==> config.mk <==
export PLATFORM = sky130hd
export DESIGN_NAME = utf16_to_utf8_transcoder
export DESIGN_NICKNAME = d
export VERILOG_FILES = /design/src/hdl/utt_pkg.sv /design/src/hdl/utt_encode.sv /design/src/hdl/utf16_to_utf8_transcoder.sv
export SDC_FILE = /design/constraint.sdc
export NUM_CORES = 1
export LEC_CHECK = 0
export BUFFER_PORTS_ARGS = -buffer_cell sky130_fd_sc_hd__buf_2
export CAP_MARGIN = 20
export CORE_MARGIN = 2
export CORE_UTILIZATION = 30
export DETAILED_ROUTE_END_ITERATION = 7
export PLACE_DENSITY_LB_ADDON = 0.08
export SLEW_MARGIN = 0
export SYNTH_ARGS = -nofsm -noshare
export SYNTH_HDL_FRONTEND = slang
export SYNTH_SLANG_ARGS = --single-unit
==> constraint.sdc <==
create_clock -name clk -period 3.8 [get_ports clk]
set_clock_uncertainty 0.1 [all_clocks]
set_input_delay 0 -clock clk [delete_from_list [all_inputs] [get_ports clk]]
set_output_delay 0 -clock clk [all_outputs]
set_load 0.05 [all_outputs]
==> src/hdl/utt_pkg.sv <==
package utt_pkg;

    localparam int UNIT_W = 16;
    localparam int BYTE_W = 8;
    localparam int HELD_W = 11;
    localparam int CP_W   = 22;
    localparam int MAX_BYTES = 4;
    localparam int CNT_W  = 3;
    localparam int LEFT_W = 2;

    localparam logic [CP_W-1:0]   CP_MAX       = 22'h10FFFF;
    localparam logic [CP_W-1:0]   CP_1B_MAX    = 22'h00007F;
    localparam logic [CP_W-1:0]   CP_2B_MAX    = 22'h0007FF;
    localparam logic [CP_W-1:0]   CP_3B_MAX    = 22'h00FFFF;
    // 0x10000 - 0xDC00, folded so a pair needs a single add
    localparam logic [CP_W-1:0]   CP_PAIR_BIAS = 22'h002400;
    localparam logic [4:0]        SURR_PREFIX  = 5'b11011;

    localparam logic [BYTE_W-1:0] LEAD2 = 8'b11000000;
    localparam logic [BYTE_W-1:0] LEAD3 = 8'b11100000;
    localparam logic [BYTE_W-1:0] LEAD4 = 8'b11110000;
    localparam logic [BYTE_W-1:0] CONT  = 8'b10000000;

    typedef struct packed {
        logic [CNT_W-1:0]                 count;
        logic [MAX_BYTES-1:0][BYTE_W-1:0] bytes;
    } utf8_seq_t;

    typedef struct packed {
        utf8_seq_t         seq;
        logic              pend;
        logic [HELD_W-1:0] held;
    } enc_t;

endpackage

==> src/hdl/utt_encode.sv <==
module utt_encode (
    input  logic [utt_pkg::UNIT_W-1:0] unit,
    input  logic                       unit_last,
    input  logic                       pending,
    input  logic [utt_pkg::HELD_W-1:0] held,
    output utt_pkg::enc_t              enc
);
    import utt_pkg::*;

    logic [CP_W-1:0] cp;
    logic            is_surr;

    function automatic utf8_seq_t encode_cp(input logic [CP_W-1:0] c);
        utf8_seq_t s;
        s = '0;
        priority if (c == '0 || c > CP_MAX)
        begin
            s.count = CNT_W'(1);
        end
        else if (c <= CP_1B_MAX)
        begin
            s.count    = CNT_W'(1);
            s.bytes[0] = {1'b0, c[6:0]};
        end
        else if (c <= CP_2B_MAX)
        begin
            s.count    = CNT_W'(2);
            s.bytes[0] = LEAD2 | {3'b000, c[10:6]};
            s.bytes[1] = CONT | {2'b00, c[5:0]};
        end
        else if (c <= CP_3B_MAX)
        begin
            s.count    = CNT_W'(3);
            s.bytes[0] = LEAD3 | {4'b0000, c[15:12]};
            s.bytes[1] = CONT | {2'b00, c[11:6]};
            s.bytes[2] = CONT | {2'b00, c[5:0]};
        end
        else
        begin
            s.count    = CNT_W'(4);
            s.bytes[0] = LEAD4 | {5'b00000, c[20:18]};
            s.bytes[1] = CONT | {2'b00, c[17:12]};
            s.bytes[2] = CONT | {2'b00, c[11:6]};
            s.bytes[3] = CONT | {2'b00, c[5:0]};
        end
        return s;
    endfunction

    assign is_surr = (unit[UNIT_W-1:UNIT_W-5] == SURR_PREFIX);

    // the second unit is never checked: any unit completes a held one
    assign cp = pending ? ({1'b0, held, 10'b0} + {6'b0, unit} + CP_PAIR_BIAS)
                        : {6'b0, unit};

    always_comb
    begin
        enc      = '0;
        enc.pend = 1'b0;
        enc.held = '0;
        if (pending)
        begin
            enc.seq = encode_cp(cp);
        end
        else if (is_surr)
        begin
            if (!unit_last)
            begin
                enc.pend = 1'b1;
                enc.held = unit[HELD_W-1:0];
            end
            else
            begin
                // unpaired at string end: single zero byte
                enc.seq.count = CNT_W'(1);
            end
        end
        else
        begin
            enc.seq = encode_cp(cp);
        end
    end

endmodule

==> src/hdl/utf16_to_utf8_transcoder.sv <==
// UTF-16 to UTF-8 transcoder. One 16-bit code unit per request on the s_axis
// side, one UTF-8 byte per request on the m_axis side, lead byte first. A unit
// waits in the input register, is encoded into the result buffer once that is
// free, and its 1 to 4 bytes then leave one per cycle while m_axis_tready is
// high, so throughput is set by the byte-wide output channel; a first
// surrogate unit produces nothing. The next unit is taken while the previous
// one's bytes drain. tuser flags the last byte of each unit, tlast the last
// byte of the string. A zero code point, a pair above 10FFFF, and a lone
// surrogate at string end each give one zero byte; no terminator is sent.
module utf16_to_utf8_transcoder (
    input  logic        clk,
    input  logic        rst_n,
    input  logic        s_axis_tvalid,
    output logic        s_axis_tready,
    input  logic [15:0] s_axis_tdata,  // [15:0] code_unit
    input  logic        s_axis_tlast,  // unit_last
    output logic        m_axis_tvalid,
    input  logic        m_axis_tready,
    output logic [7:0]  m_axis_tdata,  // [7:0] out_byte
    output logic        m_axis_tuser,  // [0] char_last
    output logic        m_axis_tlast   // string_end
);
    import utt_pkg::*;

    logic                             in_valid_reg;
    logic [UNIT_W-1:0]                in_unit_reg;
    logic                             in_last_reg;
    logic                             pend_reg;
    logic [HELD_W-1:0]                held_reg;
    logic                             res_valid_reg;
    logic [MAX_BYTES-1:0][BYTE_W-1:0] res_bytes_reg;
    logic [LEFT_W-1:0]                res_left_reg;
    logic                             res_last_reg;

    enc_t enc;
    logic in_take;
    logic out_take;
    logic res_done;
    logic res_free;
    logic advance;
    logic has_bytes;

    utt_encode u_encode (
        .unit      (in_unit_reg),
        .unit_last (in_last_reg),
        .pending   (pend_reg),
        .held      (held_reg),
        .enc       (enc)
    );

    assign has_bytes = (enc.seq.count != '0);
    assign out_take  = m_axis_tvalid && m_axis_tready;
    assign res_done  = out_take && (res_left_reg == '0);
    assign res_free  = !res_valid_reg || res_done;
    assign advance   = in_valid_reg && (!has_bytes || res_free);

    assign s_axis_tready = !in_valid_reg || advance;
    assign in_take       = s_axis_tvalid && s_axis_tready;

    assign m_axis_tvalid = res_valid_reg;
    assign m_axis_tdata  = res_bytes_reg[0];
    assign m_axis_tuser  = (res_left_reg == '0);
    assign m_axis_tlast  = (res_left_reg == '0) && res_last_reg;

    always_ff @(posedge clk or negedge rst_n)
    begin
        if (!rst_n)
        begin
            in_valid_reg <= 1'b0;
        end
        else if (in_take)
        begin
            in_valid_reg <= 1'b1;
        end
        else if (advance)
        begin
            in_valid_reg <= 1'b0;
        end
    end

    always_ff @(posedge clk)
    begin
        if (in_take)
        begin
            in_unit_reg <= s_axis_tdata;
            in_last_reg <= s_axis_tlast;
        end
    end

    always_ff @(posedge clk or negedge rst_n)
    begin
        if (!rst_n)
        begin
            pend_reg <= 1'b0;
            held_reg <= '0;
        end
        else if (advance)
        begin
            pend_reg <= enc.pend;
            held_reg <= enc.held;
        end
    end

    always_ff @(posedge clk or negedge rst_n)
    begin
        if (!rst_n)
        begin
            res_valid_reg <= 1'b0;
            res_left_reg  <= '0;
        end
        else if (out_take && !res_done)
        begin
            res_left_reg <= res_left_reg - LEFT_W'(1);
        end
        else if (advance && has_bytes)
        begin
            res_valid_reg <= 1'b1;
            res_left_reg  <= LEFT_W'(enc.seq.count - CNT_W'(1));
        end
        else if (res_done)
        begin
            res_valid_reg <= 1'b0;
        end
    end

    always_ff @(posedge clk)
    begin
        if (out_take && !res_done)
        begin
            res_bytes_reg <= {{BYTE_W{1'b0}}, res_bytes_reg[MAX_BYTES-1:1]};
        end
        else if (advance && has_bytes)
        begin
            res_bytes_reg <= enc.seq.bytes;
            res_last_reg  <= in_last_reg;
        end
    end

    a_held_clear: assert property (@(posedge clk) disable iff (!rst_n)
        !pend_reg |-> held_reg == '0)
        else $error("held offset nonzero with no pair pending");

    a_left_valid: assert property (@(posedge clk) disable iff (!rst_n)
        res_left_reg != '0 |-> res_valid_reg)
        else $error("bytes left in an empty result buffer");

    a_tlast_tuser: assert property (@(posedge clk) disable iff (!rst_n)
        m_axis_tvalid && m_axis_tlast |-> m_axis_tuser)
        else $error("string end not on a unit's last byte");

    a_stall_full: assert property (@(posedge clk) disable iff (!rst_n)
        !s_axis_tready |-> in_valid_reg && res_valid_reg)
        else $error("input stalled with a free stage");

    a_drain: assert property (@(posedge clk) disable iff (!rst_n)
        out_take && res_left_reg != '0 |=> res_valid_reg)
        else $error("result dropped before its last byte");

endmodule

After elaboration in Yosys (flattened, before gate mapping)
Index checks and enable logic that the tools add are counted.

Bits in registers: 66.

Add/sub/neg operators: 4. Order comparisons: 4. Equal/unequal tests: 1. Muxes and demuxes: 27. Bitwise gates (word level): 1. Reduce and logical (&&, ||, !) cells: 23.

Operators with widths (count): 24-bit two-way mux (3); 32-bit two-way mux (2); 22-bit two-way mux (2); 12-bit two-way mux (3); 35-bit two-way mux (1); 16-bit two-way mux (2); 21-bit by 16-bit adder with 22-bit output (1); 22-bit by 14-bit adder with 22-bit output (second input constant) (1); 22-bit by 21-bit greater-than comparator with 1-bit output (second input constant) (1); 22-bit by 11-bit less-or-equal comparator with 1-bit output (second input constant) (1); 22-bit by 16-bit less-or-equal comparator with 1-bit output (second input constant) (1); 22-bit by 7-bit less-or-equal comparator with 1-bit output (second input constant) (1); 22-bit zero test (1); 8-bit two-way mux (2); 3-bit two-way mux (5); 1-bit logical AND (7); 2-bit nonzero test (3); 5-bit equality test (second input constant) (1); 1-bit two-way mux (5); 1-bit zero test (4); 1-bit logical OR (4); 2-bit two-way mux (2); 2-bit AND reduction (2); 2-bit by 1-bit subtractor with 2-bit output (second input constant) (2); 3 further kinds (3).

Logic depth before layout (Yosys ltp)
Word-level depth: 17. Gate-level depth with buffers: 16.

Modules after synthesis
From an unflattened synthesis, not the netlist that was laid out.

Cells, all modules: 386. Area total of the unflattened synthesis: 4161.5 µm².

By module, submodules not included: utf16_to_utf8_transcoder (times used 1, cells each 166, area each 2661.3 µm²); utt_encode (times used 1, cells each 220, area each 1500.2 µm²).

Worst setup path after synthesis
OpenSTA, ideal clock, no wires.

Path type: register to register. From: register in_unit_reg[11]. To: register res_bytes_reg[10] in the netlist's numbering (data pin). Setup time: 257 ps. Arrival: 3253 ps. Path slack: 190 ps. Cell stages (with the launch flop): 13. Buffers on the path: 1. Cell sequence: edfxtp_1 > ha_1 > ha_1 > inv_1 > fa_1 > and2b_4 > o211ai_2 > a2111o_1 > a32o_2 > or3_1 > buf_6 > a211o_1 > a32o_1.

Longest elaborated chain between the ends: 12. Elaborated cells between the ends (all ways): 18.

Ends and longest elaborated chain: start: declaration (line utf16_to_utf8_transcoder.sv:26) `logic [UNIT_W-1:0] in_unit_reg;`; start signal: assignment (line utf16_to_utf8_transcoder.sv:85) `in_unit_reg <= s_axis_tdata;`; 21-bit by 16-bit adder with 22-bit output (line utt_encode.sv:52) `assign cp = pending ? ({1'b0, held, 10'b0} + {6'b0, unit} + CP_PAIR_BIAS)`; 22-bit by 14-bit adder with 22-bit output (line utt_encode.sv:52); 22-bit two-way mux (line utt_encode.sv:52); 22-bit by 16-bit less-or-equal comparator with 1-bit output (line utt_encode.sv:31) `else if (c <= CP_3B_MAX)`; 22-bit two-way mux (line utt_encode.sv:31); 16-bit two-way mux (line utt_encode.sv:25) `else if (c <= CP_2B_MAX)`; 24-bit two-way mux (line utt_encode.sv:20) `else if (c <= CP_1B_MAX)`; 32-bit two-way mux (line utt_encode.sv:16) `priority if (c == '0 || c > CP_MAX)`; 32-bit two-way mux (line utt_encode.sv:64) `else if (is_surr)`; 35-bit two-way mux * (line utt_encode.sv:60) `if (pending)`; 24-bit two-way mux * (line utf16_to_utf8_transcoder.sv:132) `else if (advance && has_bytes)`; 24-bit two-way mux * (line utf16_to_utf8_transcoder.sv:128) `if (out_take && !res_done)`; end signal: assignment (line utf16_to_utf8_transcoder.sv:130) `res_bytes_reg <= {{BYTE_W{1'b0}}, res_bytes_reg[MAX_BYTES-1:1]};`; end signal: assignment (line utf16_to_utf8_transcoder.sv:134) `res_bytes_reg <= enc.seq.bytes;`; end: declaration (line utf16_to_utf8_transcoder.sv:31) `logic [MAX_BYTES-1:0][BYTE_W-1:0] res_bytes_reg;`.

Every way passes the cells marked *; elsewhere a longest branch is shown, timed or not. The select of a mux whose other input is x is not followed. A chain may end at the register's enable or synchronous reset.

Final worst setup path
From: register in_unit_reg[11]. To: register res_bytes_reg[9] in the netlist's numbering (data pin).

Same word-level chain as after synthesis.

==> impl_results.rst <==
.. list-table::
   :header-rows: 1

   * - Metric
     - Value
   * - Main combinational cell family by area after synthesis
     - compound AO/OA/AOI/OAI gates
   * - Clock Latency Late Sink
     - 330 ps
   * - Starting Density
     - 30.70%
   * - Sequential power share
     - 36.4%
   * - Simple-gate portion of the synthesized area
     - 13.30%
   * - Antenna diode instance count
     - 0
   * - Cell area after layout
     - 4429 um2
   * - Post-detailed-routing wire length
     - 9519 um
   * - Lkg Pwr
     - 1.804 nW
   * - CP endpoint kind
     - register
   * - Clock power frac
     - 26.5%
   * - Hold Worst Slack
     - ~33 ps
   * - Row count
     - 39
   * - Peak ir drop on the vdd network
     - 0.0004335 V
   * - Leading cell type in the layout, fill and taps excluded
     - edfxtp_1
   * - Top library cells by usage in the layout, fill and taps aside
     - 40 x edfxtp_1, 33 x nand2_1, 32 x buf_2
   * - Area inside the core boundary
     - about 11000 um2
   * - DR vias
     - 2781
   * - Clock input transition at the sequential cells of the worst setup and hold paths
     - roughly 50 ps
   * - Worst Path Max Fanout
     - 9
   * - Slowest library cell on the worst path
     - edfxtp_1
   * - Share of final-layout standard cells stronger than drive strength 1
     - 23.25%
   * - Outcome
     - finished, final reports clean
   * - Final Hold Fails
     - 0
   * - Deepest clock path buffer count
     - 2
   * - Post-synthesis register bit count
     - 63
   * - Setup repair after global routing missed its margin
     - yes
   * - Net switching fraction of the power
     - 37.72%
   * - Largest area contributor in the netlist
     - edfxtp_1
   * - Proportion of synthesized area in mux cells
     - 2.007%
   * - Cell Int Power
     - 1.884 mW
   * - Clock sink total
     - 63
   * - First-pass iteration count of the detailed router
     - 4
   * - Share of power burned in combinational logic
     - 37.1%
   * - Detail-routed net length per standard cell
     - 17.53 um
   * - Root Driver
     - clkbuf_16
   * - Number of maximum-capacitance constraint violations
     - 0
   * - Antenna violations before repair
     - 0
   * - Max stage delay on crit path
     - roughly 420 ps
   * - Worst path required time
     - 3780 ps
   * - Distinct cell type count of the synthesized netlist
     - 56
   * - Max reg flops
     - 21
   * - Post-route clock period utilization
     - 97.41%
   * - Post-detailed-route count of antenna-violating nets
     - 0
   * - Vias per cell
     - 5.122
   * - Max-slew violations
     - 0
   * - Die Area
     - 12510 um2
   * - Critical path, cell by cell
     - ha_4 > ha_2 > inv_1 > fa_2 > and2b_4 > o211ai_2 > a2111o_1 > a32o_2 > or3_1 > buf_4 > a211o_1 > a32o_1
   * - Final critical delay including setup and external delays
     - approximately 3700 ps
   * - Gate count after technology mapping
     - 327
   * - Overall Power
     - 3.026 mW
   * - Max Clk Rate
     - between 200 and 300 MHz
   * - TritonCTS buffer count
     - 9
   * - Adder and majority cell fraction of the synthesized area
     - 4.875%
   * - Portion of synthesized cell area occupied by the leading cell type
     - 34.41%
   * - Number of nets produced by synthesis
     - between 300 and 400
   * - Instance area at placement
     - between 3000 and 4000 um2
   * - GRT overflow
     - 0
   * - Setup-failing EPs final
     - 0
   * - Pin count of the biggest net entering global routing
     - 25
   * - Biggest area contributors in the synthesized netlist
     - edfxtp_1 34%, dfrtp_1 11%, a22o_1 7.5%, ha_1 4.3%, dfxtp_1 4.0%
   * - Max_slew headroom
     - 53.99%
   * - Placed wire-length estimate
     - 6898 um
   * - Xor/xnor cell area share of the yosys netlist
     - 1.505%
   * - Total placed cells including tap cells
     - 504
   * - Total global-route track usage
     - 15.60%
   * - Synth-to-Final Area Change
     - 26.88%
   * - Worst path arrival time
     - approximately 3700 ps
   * - Proportion of synthesized chip area in sequential cells
     - 49.89%
   * - Worst setup SP type
     - register
   * - Final weighted congestion in routability-driven placement
     - 0.8732
   * - DP Worst Slack
     - -46.43 ps
   * - Top-Level Pins
     - 33
   * - Post-synth design cell area
     - 3491 um2
   * - Port Buffers
     - 32
   * - Via count of the first global-routing pass
     - about 2700
   * - Classification of the worst setup path
     - reg -> reg
   * - Final setup slack of the worst path
     - approximately 99 ps
   * - Prevailing post-synth register cell
     - edfxtp_1
   * - Total power density per cell area
     - 683.1 nW/um2
   * - Final net count
     - 429
   * - CP Buf/Inv Count
     - 2
   * - Utilization after layout
     - between 30 and 40%
   * - # H-tree levels
     - 3
   * - Wire length of the first global-routing pass
     - between 10000 and 15000 um
   * - Compound-cell area share of the yosys netlist
     - 22.44%
   * - Die X
     - 111.9 um
   * - Number of synthesized flops with an enable pin
     - 40
   * - TritonCTS clock tree
     - built
   * - DR iter-0 viols
     - 69
   * - Post-synthesis async set-or-reset flop share
     - 25.40%
   * - Slew at the pin with the worst max-slew slack
     - 683.8 ps
   * - Total Negative Setup Slacks
     - 0 ps
   * - Avg Cell Area, Syn
     - 10.68 um2
   * - Overall die height
     - 111.9 um
   * - Crit path max-delay family
     - compound AO/OA/AOI/OAI gates
   * - Switching power summed over all nets
     - between 1 and 1.5 mW
   * - Finished Layout Cells
     - 543
   * - Worst min path class
     - in -> async
   * - Number of warnings reported in the yosys synthesis log
     - 0
   * - Remaining DRCs
     - 0
cell type report:
| cell class | instances | area, um2 |
|---|---|---|
| well taps | 143 | 178.9 |
| multi-input cells | 223 | 1577 |
| clock buffers | 10 | 229.0 |
| clock inverters | 6 | 61.31 |
| fillers | 1106 | 6940 |
| repair buffers | 80 | 574.3 |
| inverters | 18 | 67.56 |
| flip-flops and latches | 63 | 1742 |
cell usage after synthesis (3+ instances only):
master and number:
edfxtp_1 40, nand2_1 33, a22o_1 30, inv_1 18, o21ai_0 17, dfrtp_1 16
nor2_1 15, ha_1 12, a21oi_1 10, clkbuf_1 10, nand3_1 9, buf_4 8
dfxtp_1 7, mux2i_1 7, o21ai_1 7, a21o_1 6, and2_1 5, nor3_1 5
nor4_1 5, xnor2_1 5, a211oi_1 4, or3_1 4, a211oi_2 3, buf_6 3
nor2b_1 3, o211ai_1 3, o22ai_1 3, o31ai_1 3
metal layers:
layer / global-route usage (%) / vias to the layer above / wire length, um
met2: 24.65 / 64 / 4252
met5: 0 / - / 0
met4: 6.255 / 0 / 221
met3: 2.831 / 19 / 305
met1: 21.24 / 1336 / 4739
li1: - / 1362 / -
cells by family (layout without fill, tap and decap cells):
| group | count (synthesis) | count (layout) |
|---|---|---|
| AOI/OAI and AO/OA | 105 | 105 |
| xor gates and xnor gates | 6 | 6 |
| adders and majority gates | 13 | 13 |
| buffers and inverters | 41 | 114 |
| DFF | 63 | 63 |
| muxes | 7 | 7 |
| and+or+nand+nor | 92 | 92 |
worst register-to-register path: cells and delay by family (launching register included):
kind | cells | cell delay [ps]
adders and majority gates | 3 | 810
buffers and inverters | 2 | 250
DFF | 1 | 420
and+or+nand+nor | 2 | 650
AOI/OAI and AO/OA | 5 | 1220
final timing paths:
kind | startpoint | end | slack [ps] | cells past startpoint
hold / removal | rst_n | res_left_reg[0] | 30 | 2
hold reg to reg | in_last_reg | res_last_reg | 360 | 0
min in group clk | s_axis_tdata[3] | in_unit_reg[3] | 270 | 2
max in group asynchronous | rst_n | held_reg[10] | 3270 | 2
setup reg to reg | in_unit_reg[11] | res_bytes_reg[9] | 100 | 12
setup / recovery | in_unit_reg[11] | res_bytes_reg[9] | 100 | 12
power by group through the flow:
stage	logic (mW)	registers [mW]	clock network, mW
after floorplan	0.819	1.09	0
after global placement	1.08	1.12	0
after detailed placement	1.08	1.12	0
after CTS	1.11	1.10	0.818
after global routing	1.22	1.12	0.847
final	1.12	1.10	0.802
timing repair:
action | CTS | global route
pin swaps | 1 | 3
cloned | 0 | 0
setup buffers | 0 | 3
hold endpoints to repair | 35 | 0
resized for setup | 1 | 6
endpoints found under the setup margin | 5 | 20
hold buffers | 20 | 0
Note: power is estimated with default switching activity, not from simulation.
